==> src/hw/rtl/kme_pkg.sv <==
// Package for the key matrix event generator: payload structs, keycode ROM,
// hold state machine type, command queue entry and register indexes.
// No dependencies; every other RTL file imports it.
`default_nettype none

package kme_pkg;

  // Input item: one key sample.
  typedef struct packed {
    logic        opcode;
    logic [2:0]  row;
    logic [2:0]  col;
    logic        pressed;
    logic [31:0] now_ms;
  } in_item_t;

  // Result item: one reported event.
  typedef struct packed {
    logic       event_valid;
    logic [7:0] keycode;
    logic [2:0] ev_state;
    logic       power_on_request;
    logic       last;
  } out_item_t;

  // Sample kinds.
  localparam logic OP_MATRIX = 1'b0;
  localparam logic OP_POWER  = 1'b1;

  // Configuration register indexes.
  localparam int CFG_IDX_W = 2;
  localparam logic [CFG_IDX_W-1:0] CFG_HOLD_TIME     = 2'd0;
  localparam logic [CFG_IDX_W-1:0] CFG_LONG_HOLD     = 2'd1;
  localparam logic [CFG_IDX_W-1:0] CFG_DRIVER_LOADED = 2'd2;
  localparam int CFG_DATA_W = 16;

  // Register reset values.
  localparam logic [7:0]  HOLD_TIME_RST = 8'd30;
  localparam logic [15:0] LONG_HOLD_RST = 16'd1000;

  // Configuration as seen by the front end.
  typedef struct packed {
    logic [7:0]  hold_time_tens_ms;
    logic [15:0] pwr_hold_ms;
    logic        driver_loaded;
  } cfg_t;

  // Keycodes with special handling.
  localparam logic [7:0] KC_NONE   = 8'd0;
  localparam logic [7:0] KC_LSHIFT = 8'd42;
  localparam logic [7:0] KC_RSHIFT = 8'd54;
  localparam logic [7:0] KC_LALT   = 8'd56;
  localparam logic [7:0] KC_RALT   = 8'd100;
  localparam logic [7:0] KC_POWER  = 8'd116;

  // Reported key state codes.
  localparam logic [2:0] KS_IDLE     = 3'd0;
  localparam logic [2:0] KS_PRESSED  = 3'd1;
  localparam logic [2:0] KS_HOLD     = 3'd2;
  localparam logic [2:0] KS_LONG     = 3'd3;
  localparam logic [2:0] KS_RELEASED = 3'd4;

  // Hold state machines: four modifiers and the power button.
  localparam int NHOLD     = 5;
  localparam int HOLD_IDX_W = 3;
  localparam logic [HOLD_IDX_W-1:0] HIDX_LSHIFT = 3'd0;
  localparam logic [HOLD_IDX_W-1:0] HIDX_RSHIFT = 3'd1;
  localparam logic [HOLD_IDX_W-1:0] HIDX_LALT   = 3'd2;
  localparam logic [HOLD_IDX_W-1:0] HIDX_RALT   = 3'd3;
  localparam logic [HOLD_IDX_W-1:0] HIDX_POWER  = 3'd4;

  typedef enum logic [4:0] {
    HS_IDLE     = 5'b00001,
    HS_PRESSED  = 5'b00010,
    HS_HOLD     = 5'b00100,
    HS_LONG     = 5'b01000,
    HS_RELEASED = 5'b10000
  } hold_st_t;

  // Keycode ROM, row major with six columns per row.
  localparam int MAP_SIZE = 42;
  localparam logic [7:0] KEYMAP [0:MAP_SIZE-1] = '{
    8'd127, 8'd17,  8'd34, 8'd31, 8'd38,  8'd35,
    8'd0,   8'd16,  8'd19, 8'd18, 8'd24,  8'd22,
    8'd134, 8'd11,  8'd33, 8'd42, 8'd37,  8'd36,
    8'd0,   8'd57,  8'd46, 8'd44, 8'd50,  8'd49,
    8'd130, 8'd100, 8'd20, 8'd32, 8'd23,  8'd21,
    8'd1,   8'd56,  8'd47, 8'd45, 8'd113, 8'd48,
    8'd0,   8'd30,  8'd54, 8'd25, 8'd14,  8'd28
  };

  // What the back end has to emit for one accepted sample.
  typedef enum logic [1:0] {
    CMD_NONE  = 2'd0,
    CMD_EVENT = 2'd1,
    CMD_POR   = 2'd2,
    CMD_PULSE = 2'd3
  } cmd_kind_t;

  typedef struct packed {
    cmd_kind_t  kind;
    logic [7:0] keycode;
    logic [2:0] ev_state;
  } cmd_t;

  localparam int QUEUE_DEPTH = 4;
  localparam int QPTR_W      = 2;
  localparam int QCNT_W      = 3;

  // Reported code of a hold state.
  function automatic logic [2:0] hold_st_code(hold_st_t st);
    logic [2:0] code;
    case (st)
      HS_PRESSED:  code = KS_PRESSED;
      HS_HOLD:     code = KS_HOLD;
      HS_LONG:     code = KS_LONG;
      HS_RELEASED: code = KS_RELEASED;
      default:     code = KS_IDLE;
    endcase
    return code;
  endfunction

endpackage

`default_nettype wire

==> src/hw/rtl/kme_front.sv <==
// Front end: accepts key samples, looks up keycodes, advances key state and
// pushes one command per sample into the queue. Depends on kme_pkg.
`default_nettype none

module kme_front #(
  parameter int ROWS = 7,
  parameter int COLS = 6
) (
  input  wire               clk,
  input  wire               rst_n,
  input  kme_pkg::cfg_t     cfg,
  input  wire               in_valid,
  output logic              in_ready,
  input  kme_pkg::in_item_t in_data,
  output logic              push_valid,
  input  wire               push_ready,
  output kme_pkg::cmd_t     push_cmd
);
  import kme_pkg::*;

  localparam int NKEYS     = ROWS * COLS;
  localparam int KEY_IDX_W = (NKEYS > 1) ? $clog2(NKEYS) : 1;

  logic [NKEYS-1:0]  key_down_r;
  hold_st_t          hold_st_r    [NHOLD];
  logic [31:0]       hold_start_r [NHOLD];

  logic              accept;
  logic              in_range;
  logic [7:0]        pos;
  logic [7:0]        code;
  logic              map_ok;
  logic              is_mod;
  logic [HOLD_IDX_W-1:0] sel;
  logic              fsm_en;
  logic              kd_en;
  logic              kd_cur;
  hold_st_t          cur_st;
  hold_st_t          hold_st_nxt;
  logic [31:0]       held;
  logic [11:0]       hold_thr;
  logic              hold_hit;
  logic              long_hit;
  logic              set_start;
  logic              por;
  logic              pulse;
  logic [2:0]        nxt_code;

  // One sample per cycle as long as the queue has room.
  assign in_ready   = push_ready;
  assign accept     = in_valid && push_ready;
  assign push_valid = in_valid;

  // Matrix position and keycode lookup.
  always_comb begin
    in_range = ({2'b00, in_data.row} < 5'(ROWS)) && ({2'b00, in_data.col} < 5'(COLS));
    pos      = 8'({5'b0, in_data.row} * 8'(COLS)) + {5'b0, in_data.col};
    code     = KC_NONE;
    if (pos < 8'(MAP_SIZE)) begin
      code = KEYMAP[pos[5:0]];
    end
    map_ok = (in_data.opcode == OP_MATRIX) && in_range && (code != KC_NONE)
             && (code != KC_POWER);
  end

  // Pick the hold state machine, if any, that this sample drives.
  always_comb begin
    is_mod = 1'b1;
    sel    = HIDX_POWER;
    case (code)
      KC_LSHIFT: sel = HIDX_LSHIFT;
      KC_RSHIFT: sel = HIDX_RSHIFT;
      KC_LALT:   sel = HIDX_LALT;
      KC_RALT:   sel = HIDX_RALT;
      default:   is_mod = 1'b0;
    endcase
    if (in_data.opcode == OP_POWER) begin
      sel = HIDX_POWER;
    end
    fsm_en = (in_data.opcode == OP_POWER) || (map_ok && is_mod);
    kd_en  = map_ok && !is_mod;
    kd_cur = key_down_r[pos[KEY_IDX_W-1:0]];
  end

  // Advance the selected hold state machine.
  always_comb begin
    cur_st      = hold_st_r[sel];
    held        = in_data.now_ms - hold_start_r[sel];
    hold_thr    = {1'b0, cfg.hold_time_tens_ms, 3'b000} + {3'b000, cfg.hold_time_tens_ms, 1'b0};
    hold_hit    = held > {20'b0, hold_thr};
    long_hit    = held > {16'b0, cfg.pwr_hold_ms};
    hold_st_nxt = cur_st;
    set_start   = 1'b0;
    por         = 1'b0;
    pulse       = 1'b0;
    case (cur_st)
      HS_IDLE: begin
        if (in_data.pressed) begin
          hold_st_nxt = HS_PRESSED;
          set_start   = 1'b1;
        end
      end
      HS_PRESSED: begin
        if (hold_hit) begin
          hold_st_nxt = HS_HOLD;
        end else if (!in_data.pressed) begin
          hold_st_nxt = HS_RELEASED;
        end
      end
      HS_HOLD: begin
        if (!in_data.pressed) begin
          hold_st_nxt = HS_RELEASED;
        end else if (sel == HIDX_POWER) begin
          if (!cfg.driver_loaded) begin
            por         = 1'b1;
            hold_st_nxt = HS_LONG;
          end else if (long_hit) begin
            pulse       = 1'b1;
            hold_st_nxt = HS_LONG;
          end
        end
      end
      HS_LONG: begin
        if (!in_data.pressed) begin
          hold_st_nxt = HS_RELEASED;
        end
      end
      default: hold_st_nxt = HS_IDLE;
    endcase
    nxt_code = hold_st_code(hold_st_nxt);
  end

  // Command for the back end.
  always_comb begin
    push_cmd.kind     = CMD_NONE;
    push_cmd.keycode  = code;
    push_cmd.ev_state = KS_IDLE;
    if (in_data.opcode == OP_POWER) begin
      if (pulse) begin
        push_cmd.kind = CMD_PULSE;
      end else if (por) begin
        push_cmd.kind = CMD_POR;
      end
    end else if (fsm_en) begin
      if ((hold_st_nxt != cur_st) && ((hold_st_nxt == HS_PRESSED) ||
          (hold_st_nxt == HS_HOLD) || (hold_st_nxt == HS_RELEASED))) begin
        push_cmd.kind     = CMD_EVENT;
        push_cmd.ev_state = nxt_code;
      end
    end else if (kd_en && (kd_cur != in_data.pressed)) begin
      push_cmd.kind     = CMD_EVENT;
      push_cmd.ev_state = in_data.pressed ? KS_PRESSED : KS_RELEASED;
    end
  end

  // State update on each transfer.
  always_ff @(posedge clk) begin
    if (!rst_n) begin
      key_down_r <= '0;
      for (int i = 0; i < NHOLD; i++) begin
        hold_st_r[i]    <= HS_IDLE;
        hold_start_r[i] <= '0;
      end
    end else if (accept) begin
      if (kd_en) begin
        key_down_r[pos[KEY_IDX_W-1:0]] <= in_data.pressed;
      end
      for (int i = 0; i < NHOLD; i++) begin
        if (fsm_en && (sel == HOLD_IDX_W'(i))) begin
          hold_st_r[i] <= hold_st_nxt;
          if (set_start) begin
            hold_start_r[i] <= in_data.now_ms;
          end
        end
      end
    end
  end

endmodule

`default_nettype wire

==> src/hw/rtl/kme_queue.sv <==
// Short command queue between the front end and the back end.
// Depends on kme_pkg for the entry type and depth.
`default_nettype none

module kme_queue (
  input  wire           clk,
  input  wire           rst_n,
  input  wire           push_valid,
  output logic          push_ready,
  input  kme_pkg::cmd_t push_cmd,
  output logic          pop_valid,
  input  wire           pop_ready,
  output kme_pkg::cmd_t pop_cmd
);
  import kme_pkg::*;

  cmd_t              mem_r [QUEUE_DEPTH];
  logic [QPTR_W-1:0] wr_ptr_r;
  logic [QPTR_W-1:0] rd_ptr_r;
  logic [QCNT_W-1:0] count_r;
  logic              do_push;
  logic              do_pop;

  assign push_ready = (count_r != QCNT_W'(QUEUE_DEPTH));
  assign pop_valid  = (count_r != '0);
  assign pop_cmd    = mem_r[rd_ptr_r];
  assign do_push    = push_valid && push_ready;
  assign do_pop     = pop_valid && pop_ready;

  // Entry storage.
  always_ff @(posedge clk) begin
    if (do_push) begin
      mem_r[wr_ptr_r] <= push_cmd;
    end
  end

  // Pointers and fill count.
  always_ff @(posedge clk) begin
    if (!rst_n) begin
      wr_ptr_r <= '0;
      rd_ptr_r <= '0;
      count_r  <= '0;
    end else begin
      if (do_push) begin
        wr_ptr_r <= wr_ptr_r + 1'b1;
      end
      if (do_pop) begin
        rd_ptr_r <= rd_ptr_r + 1'b1;
      end
      case ({do_push, do_pop})
        2'b10:   count_r <= count_r + 1'b1;
        2'b01:   count_r <= count_r - 1'b1;
        default: count_r <= count_r;
      endcase
    end
  end

endmodule

`default_nettype wire

==> src/hw/rtl/kme_back.sv <==
// Back end: expands queued commands into result items in an output register.
// A power pulse command gives two results. Depends on kme_pkg.
`default_nettype none

module kme_back (
  input  wire                clk,
  input  wire                rst_n,
  input  wire                pop_valid,
  output logic               pop_ready,
  input  kme_pkg::cmd_t      pop_cmd,
  output logic               out_valid,
  input  wire                out_ready,
  output kme_pkg::out_item_t out_data
);
  import kme_pkg::*;

  logic      out_valid_r;
  out_item_t out_data_r;
  logic      beat_r;
  logic      load;
  out_item_t item_nxt;
  logic      beat_nxt;

  assign out_valid = out_valid_r;
  assign out_data  = out_data_r;
  assign load      = !out_valid_r || out_ready;

  // Build the next result from the queue head.
  always_comb begin
    item_nxt  = '0;
    beat_nxt  = 1'b0;
    pop_ready = load;
    item_nxt.last = 1'b1;
    case (pop_cmd.kind)
      CMD_EVENT: begin
        item_nxt.event_valid = 1'b1;
        item_nxt.keycode     = pop_cmd.keycode;
        item_nxt.ev_state    = pop_cmd.ev_state;
      end
      CMD_POR: begin
        item_nxt.power_on_request = 1'b1;
      end
      CMD_PULSE: begin
        item_nxt.event_valid = 1'b1;
        item_nxt.keycode     = KC_POWER;
        if (!beat_r) begin
          // Press first; the entry stays for the release.
          item_nxt.ev_state = KS_PRESSED;
          item_nxt.last     = 1'b0;
          beat_nxt          = 1'b1;
          pop_ready         = 1'b0;
        end else begin
          item_nxt.ev_state = KS_RELEASED;
        end
      end
      default: begin
        item_nxt.last = 1'b1;
      end
    endcase
  end

  // Output register and pulse beat tracking.
  always_ff @(posedge clk) begin
    if (!rst_n) begin
      out_valid_r <= 1'b0;
      beat_r      <= 1'b0;
    end else if (load) begin
      out_valid_r <= pop_valid;
      if (pop_valid) begin
        beat_r <= beat_nxt;
      end
    end
  end

  always_ff @(posedge clk) begin
    if (load && pop_valid) begin
      out_data_r <= item_nxt;
    end
  end

endmodule

`default_nettype wire

==> src/hw/rtl/key_matrix_event_generator.sv <==
// Top level of the key matrix event generator: configuration registers,
// front end, command queue and back end. Depends on kme_pkg and all kme_ modules.
//
// One key sample is taken per cycle while the queue has room. The front end
// looks the position up in the keycode ROM, advances the per-key or hold
// state in the same cycle and queues one command; the command is registered
// in the queue and the result then in the registered output. Each sample
// gives one result, except a power long hold with the driver loaded, which
// gives a press and then a release and so occupies the output for both.
// A four-entry queue lets the input keep moving while the output is stalled.
// Configuration writes take effect on the next cycle; indexes beyond the
// register list are ignored.
`default_nettype none

module key_matrix_event_generator #(
  parameter int ROWS = 7,
  parameter int COLS = 6
) (
  input  wire                                clk,
  input  wire                                rst_n,
  input  wire                                cfg_we,
  input  wire [kme_pkg::CFG_IDX_W-1:0]       cfg_index,
  input  wire [kme_pkg::CFG_DATA_W-1:0]      cfg_wdata,
  input  wire                                in_valid,
  output logic                               in_ready,
  input  kme_pkg::in_item_t                  in_data,
  output logic                               out_valid,
  input  wire                                out_ready,
  output kme_pkg::out_item_t                 out_data
);
  import kme_pkg::*;

  cfg_t cfg_r;
  logic push_valid;
  logic push_ready;
  cmd_t push_cmd;
  logic pop_valid;
  logic pop_ready;
  cmd_t pop_cmd;

  // Configuration registers.
  always_ff @(posedge clk) begin
    if (!rst_n) begin
      cfg_r.hold_time_tens_ms <= HOLD_TIME_RST;
      cfg_r.pwr_hold_ms       <= LONG_HOLD_RST;
      cfg_r.driver_loaded     <= 1'b0;
    end else if (cfg_we) begin
      case (cfg_index)
        CFG_HOLD_TIME:     cfg_r.hold_time_tens_ms <= cfg_wdata[7:0];
        CFG_LONG_HOLD:     cfg_r.pwr_hold_ms       <= cfg_wdata[15:0];
        CFG_DRIVER_LOADED: cfg_r.driver_loaded     <= cfg_wdata[0];
        default:           cfg_r <= cfg_r;
      endcase
    end
  end

  kme_front #(
    .ROWS (ROWS),
    .COLS (COLS)
  ) u_front (
    .clk        (clk),
    .rst_n      (rst_n),
    .cfg        (cfg_r),
    .in_valid   (in_valid),
    .in_ready   (in_ready),
    .in_data    (in_data),
    .push_valid (push_valid),
    .push_ready (push_ready),
    .push_cmd   (push_cmd)
  );

  kme_queue u_queue (
    .clk        (clk),
    .rst_n      (rst_n),
    .push_valid (push_valid),
    .push_ready (push_ready),
    .push_cmd   (push_cmd),
    .pop_valid  (pop_valid),
    .pop_ready  (pop_ready),
    .pop_cmd    (pop_cmd)
  );

  kme_back u_back (
    .clk       (clk),
    .rst_n     (rst_n),
    .pop_valid (pop_valid),
    .pop_ready (pop_ready),
    .pop_cmd   (pop_cmd),
    .out_valid (out_valid),
    .out_ready (out_ready),
    .out_data  (out_data)
  );

endmodule

`default_nettype wire

==> config.mk <==
export PLATFORM = sky130hd
export DESIGN_NAME = key_matrix_event_generator
export DESIGN_NICKNAME = d
export VERILOG_FILES = /design/src/hw/rtl/kme_pkg.sv /design/src/hw/rtl/kme_front.sv /design/src/hw/rtl/kme_queue.sv /design/src/hw/rtl/kme_back.sv /design/src/hw/rtl/key_matrix_event_generator.sv
export SDC_FILE = /design/constraint.sdc
export NUM_CORES = 1
export LEC_CHECK = 0
export BUFFER_PORTS_ARGS = -buffer_cell sky130_fd_sc_hd__buf_2
export CAP_MARGIN = 20
export CORE_ASPECT_RATIO = 0.6
export CORE_UTILIZATION = 62
export CTS_CLUSTER_DIAMETER = 120
export DETAILED_ROUTE_END_ITERATION = 16
export MAX_ROUTING_LAYER = met4
export PLACE_DENSITY = 0.8
export RECOVER_POWER = 100
export SLEW_MARGIN = 20
export SYNTH_ARGS = -nofsm -noshare
export SYNTH_HDL_FRONTEND = slang
export SYNTH_SLANG_ARGS = --single-unit
==> constraint.sdc <==
create_clock -name clk -period 13.2 [get_ports clk]
set_clock_uncertainty 0.2 [all_clocks]
set_input_delay 2.64 -clock clk [delete_from_list [all_inputs] [get_ports clk]]
set_output_delay 2.64 -clock clk [all_outputs]
set_load 0.02 [all_outputs]
== Word level (Yosys, flattened, before mapping) ==
Memories as Yosys holds them, arrays and structs flattened. A register that Yosys moved wholly into a read port is not among the register bits.
Cells that the tools add are included.

* Flip-flop bits (word level): 90
* ROM bits: 512
* RAM bits: 237
* Output and inout port bits: 16
* Word-level logic and storage cells: 214
* Input bits: 63
* Memories: 4

* $lt $le $gt $ge: 8
* Bitwise gates (word level): 12
* Reductions and logical operators: 34
* $add $sub $neg: 7
* Eq/ne operators: 27
* Mux-type cells: 107
* Multipliers: 1

{| class="wikitable"
|+ Memories
! memory !! depth !! width !! rd ports !! clocked after memory_dff !! write ports !! line !! text
|-
| (no name shown) || 64 || 8 || 1 || 0 || 0 || kme_front.sv:60 || <nowiki>code = KEYMAP[pos[5:0]];</nowiki>
|-
| u_front.hold_start_r || 5 || 32 || 1 || 0 || 5 || kme_front.sv:26 || <nowiki>logic [31:0] hold_start_r [NHOLD];</nowiki>
|-
| u_queue.mem_r || 4 || 13 || 1 || 1 || 1 || kme_queue.sv:17 || <nowiki>cmd_t mem_r [QUEUE_DEPTH];</nowiki>
|-
| u_front.hold_st_r || 5 || 5 || 1 || 0 || 5 || kme_front.sv:25 || <nowiki>hold_st_t hold_st_r [NHOLD];</nowiki>
|}

{| class="wikitable"
|+ Operators by type and width
! cell !! count
|-
| $mux W32 || 5
|-
| $mux W1 || 66
|-
| $mux W5 || 12
|-
| $bwmux W42 || 1
|-
| $gt A32 B12 Y1 || 1
|-
| $gt A32 B16 Y1 || 1
|-
| $sub A32 B32 Y32 || 1
|-
| $eq A8 B6 Y1 const B || 3
|-
| $mux W8 || 3
|-
| $pmux W12 S2 || 1
|-
| $pmux W3 S4 || 2
|-
| $mux W3 || 7
|-
| $pmux W5 S4 || 1
|-
| $logic_and A1 B1 Y1 || 17
|-
| $add A11 B9 Y12 || 1
|-
| $mux W2 || 6
|-
| $eq A5 B2 Y1 const B || 2
|-
| $eq A5 B3 Y1 const B || 2
|-
| $eq A5 B4 Y1 const B || 2
|-
| $or A1 B1 Y1 || 10
|-
| $reduce_and A2 Y1 || 5
|-
| $eq A2 B2 Y1 const B || 4
|-
| $eq A8 B7 Y1 const B || 1
|-
| $lt A8 B6 Y1 const B || 1
|-
| 32 further kinds || 41
|}

== Logic depth before layout (Yosys ltp) ==
An unclocked memory read counts as a cell.

* Depth in word-level cells: 25
* Gate-level depth with buffers: 43

== By module ==
Synthesis repeated with hierarchy kept, for this count alone.

* Cells, all modules: 1,652
* Area, all modules: 17,858.4 um2

{| class="wikitable"
|+ By module, submodules not included
! module !! instances !! area an instance (um2) !! cells each !! sequential area each (um2)
|-
| kme_front || 1 || 13,775.7 || 1,380 || 6,396.1
|-
| kme_queue || 1 || 2,374.8 || 119 || 1,741.7
|-
| key_matrix_event_generator || 1 || 1,067.3 || 110 || 500.5
|-
| kme_back || 1 || 640.6 || 43 || 460.4
|}

== Worst setup path after synthesis ==
Ideal clock, no wire load.

* Path kind: input -> register
* From: input port in_data[34] (netlist bit)
* To: memory u_queue.mem_r[0][11] (netlist bit), data pin
* Setup slack: 1,881 ps
* Setup time: 219 ps
* Data arrival time: 10,900 ps
* Stages on the path: 33
* Required time: 12,781 ps
* Path through: ha_1 buf_2 clkbuf_1 clkinv_1 ha_1 inv_1 mux2i_1 a2111oi_0 a221oi_2 and2_1 or3_1 or2_1 a21oi_1 clkbuf_1 clkbuf_1 a211oi_1 a21oi_1 ha_1 buf_2 a21o_1 a21oi_1 inv_1 a211o_1 a211oi_1 o21ai_0 or4_1 or4_1 a2111oi_0 nand4_1 or4_1 a211o_1 and3b_1 o31ai_1

{| class="wikitable"
|+ RTL lines
! item !! line !! text
|-
| from (decl) || key_matrix_event_generator.sv:26 || <nowiki>input kme_pkg::in_item_t in_data,</nowiki>
|-
| to (decl) || kme_queue.sv:17 ||
|}

==> reports/qor.txt <==
count of different cell masters after synthesis -> 93
CTS tree -> done
worst hold path type -> register to register
Routed WL -> 46.3 mm
ys flop type -> edfxtp_1
final setup fails -> 0
Reg2Reg Depth -> 21
# fillers -> 2045
Max-slew headroom -> -127%
Flop pwr share -> 44.5%
nets -> 1789
crit path kind -> input pin to register
switching share of power -> 31.8%
Synth Cell Area -> 0.0176 sq mm
GR Overflow Total -> 0
Final Power -> 2.83 mW
Die Width -> 219 um
max-slew violations -> 277
Fin Setup TNS -> 0 ps
TritonCTS Buffers -> 29
first-pass GRT wire length -> 71.9 mm
die height -> 132 um
largest net degree at the start of global routing -> 87
Initial Utilization -> 63.5%
CTS Buffer Depth -> 3
DR WL/cell -> 22.8 um
cts-stage hold buffer count -> 0
clock-pin slew on the worst setup and hold paths -> 60 ps
most frequent cell after synthesis -> edfxtp_1
Yosys warnings -> 0
top cells by area, synth -> edfxtp_1, dfxtp_1, ha_1
Die ar. -> 0.0291 sq mm
PwrDens -> 147 mW/mm^2
synth cell count leaders -> edfxtp_1, nand2_1, a21oi_1
unrepaired setup endpoints after global routing -> false
io pins -> 79
Post-CTS Setup Repair Bufs -> 0
Int Power -> 1.93 mW
Critical Path End Type -> register
core area -> 0.0277 sq mm
final hold vios -> 0
synthesized area per cell -> 11.2 sq um
crit start category -> input pin
vias in the first global route -> 12338
NetSw -> 0.902 mW
clock share of power -> 29.3%
final worst-path cycle share -> 95.3%
min Tclk post-route -> 12570 ps
via count -> 13521
gpl congestion -> 1.02
FMAX -> 0.0795 GHz
Post-Synthesis Cells -> 1576
initial antenna violation count -> 1
arrival time at the worst endpoint -> 12640 ps
Seq/Total Area, Yosys -> 51.7%
vias per cell -> 6.66
Critical Path Max Stage Delay -> 840 ps
H-tree Lvls -> 1
Worst EP required -> 13260 ps
Hold WS -> 281 ps
Worst R2R Start -> u_front.hold_start_r[0][1]
syn nets -> 1726
DR pass1 iterations -> 6
Sink Count -> 329
number of buffers and inverters on the critical path -> 5
post-route ant nets -> 0
CP top delay family -> compound AO/OA/AOI/OAI gates
hold depth -> 2
share of cells above drive strength 1 -> 10.8%
status -> finished, violations left
worst hold endpoint -> cfg_r[15]
Comb power frac -> 26.2%
Total GRT Usage -> 33.2%
count of input and output buffers -> 78
Area Growth Syn to Fin -> 9.74%
Async S/R FF share, synth -> 0%
drc violations -> 0
worst r2r dst -> u_queue.mem_r[1][11]
Yosys top cell area share -> 42.9%
flop2flop setup slack -> 6610 ps
max-cap violations -> 9
clk_lat worst skew -> 580 ps
Worst Path Max Fanout -> 30
Worst VDD drop -> 150 uV
Post-synth EDFFs -> 251
Initial DRC Count -> 1862
Clock Tree Root -> clkbuf_16
HPWL Detailed -> 32.7 mm
post-CTS resize count -> 0
fin util -> 69.7%
worst-margin pin slew -> 3410 ps
Placement Rows -> 47
Placement Cell Area -> 0.0185 sq mm
P_leak -> 7.08 nW
failing checks -> max-capacitance violations, max-slew violations
Synth area leader -> edfxtp_1
Min-Delay Startpoint -> cfg_r[15]
fin area -> 0.0193 sq mm
slowest CP cell -> xnor2_2
#FFs+latches synth -> 329
cells by family (layout without fill, tap and decap cells):
family	count (synthesis)	in the layout	share of synthesized area, %
fa+ha+maj	87	87	6.40
compound gates	432	432	16.3
flops	329	329	51.7
buf+inv	140	226	3.08
simple gates	453	453	13.4
mux	97	97	7.04
other cells	0	1	0
xor+xnor	38	38	1.98
worst max-delay path by stage:
stage / startpoint / end / slack (ps) / cells after the start
2_1_floorplan: in_data[34] / u_queue.mem_r[0][11] / 1880 / 33
3_3_place_gp: in_data[36] / u_queue.mem_r[0][11] / 790 / 31
3_5_place_dp: in_data[36] / u_queue.mem_r[1][11] / 350 / 35
4_1_cts: in_data[36] / u_queue.mem_r[1][11] / 910 / 35
5_1_grt: in_data[36] / u_queue.mem_r[1][11] / 70 / 35
6_report: in_data[36] / u_queue.mem_r[1][11] / 630 / 35
power groups by stage:
stage          Clock, mW  Combinational (mW)  Sequential, mW
2_1_floorplan          0               0.499            1.30
3_3_place_gp           0               0.722            1.28
3_5_place_dp           0               0.739            1.28
4_1_cts            0.831               0.743            1.26
5_1_grt            0.869               0.807            1.27
6_report           0.829               0.743            1.26
final cells by class:
class | count | area [sq um] | share of cell area, %
clock buffers | 39 | 803 | 4.16
well taps | 367 | 459 | 2.38
repair buffers | 113 | 643 | 3.33
flip-flops and latches | 329 | 9100 | 47.2
clock inverters | 15 | 109 | 0.564
inverters | 59 | 221 | 1.15
diodes | 1 | 2.50 | 0.0130
multi-input cells | 1107 | 7960 | 41.2
layer usage:
metal / vias to the layer above / track usage, % / part of all wire (%)
li1: 6125 / - / -
met1: 6581 / 54.4 / 48
met5: - / - / 0
met2: 757 / 41.3 / 39
met4: 0 / 6.56 / 1.7
met3: 58 / 7.13 / 11
tightest hold or removal path: stages (launching register included):
cell,delay (ps)
dfxtp_1,310
nand2_1,50
a21boi_0,70
flip-flops by register name, summed over array words and instances, names as in the netlist, 3 cells and up, named ones only:
name,count
u_front.hold_start_r,160
u_queue.mem_r,52
u_front.key_down_r,42
cfg_r,25
u_front.hold_st_r,25
u_back.out_data,14
u_queue.count_r,3
stage by stage:
stage	instances	setup WS, ps
finish	2030	627
global route	2030	69.7
CTS	2029	907
detailed placement	1975	348
global placement	1975	793
floorplan	1576	1880
layout by cell type, fill, tap and decap left out, types with 16 or more instances in the layout:
cell       count
o21a_1        16
a21boi_0      32
nand2_1      117
clkbuf_1      34
clkbuf_16     29
xnor2_1       23
a21oi_1       93
and3_1        40
a21o_1        18
nand4_1       29
o211ai_1      19
ha_1          82
o22ai_1       31
inv_1         56
nor2_1        74
o21ai_0       88
buf_2         60
or3_1         17
mux2i_1       72
buf_4         21
nand3_1       30
nor3_1        25
dfxtp_1       78
nor2b_1       53
a211oi_1      35
edfxtp_1     251
mux4_2        21
Note: power is estimated with default switching activity, not from simulation.
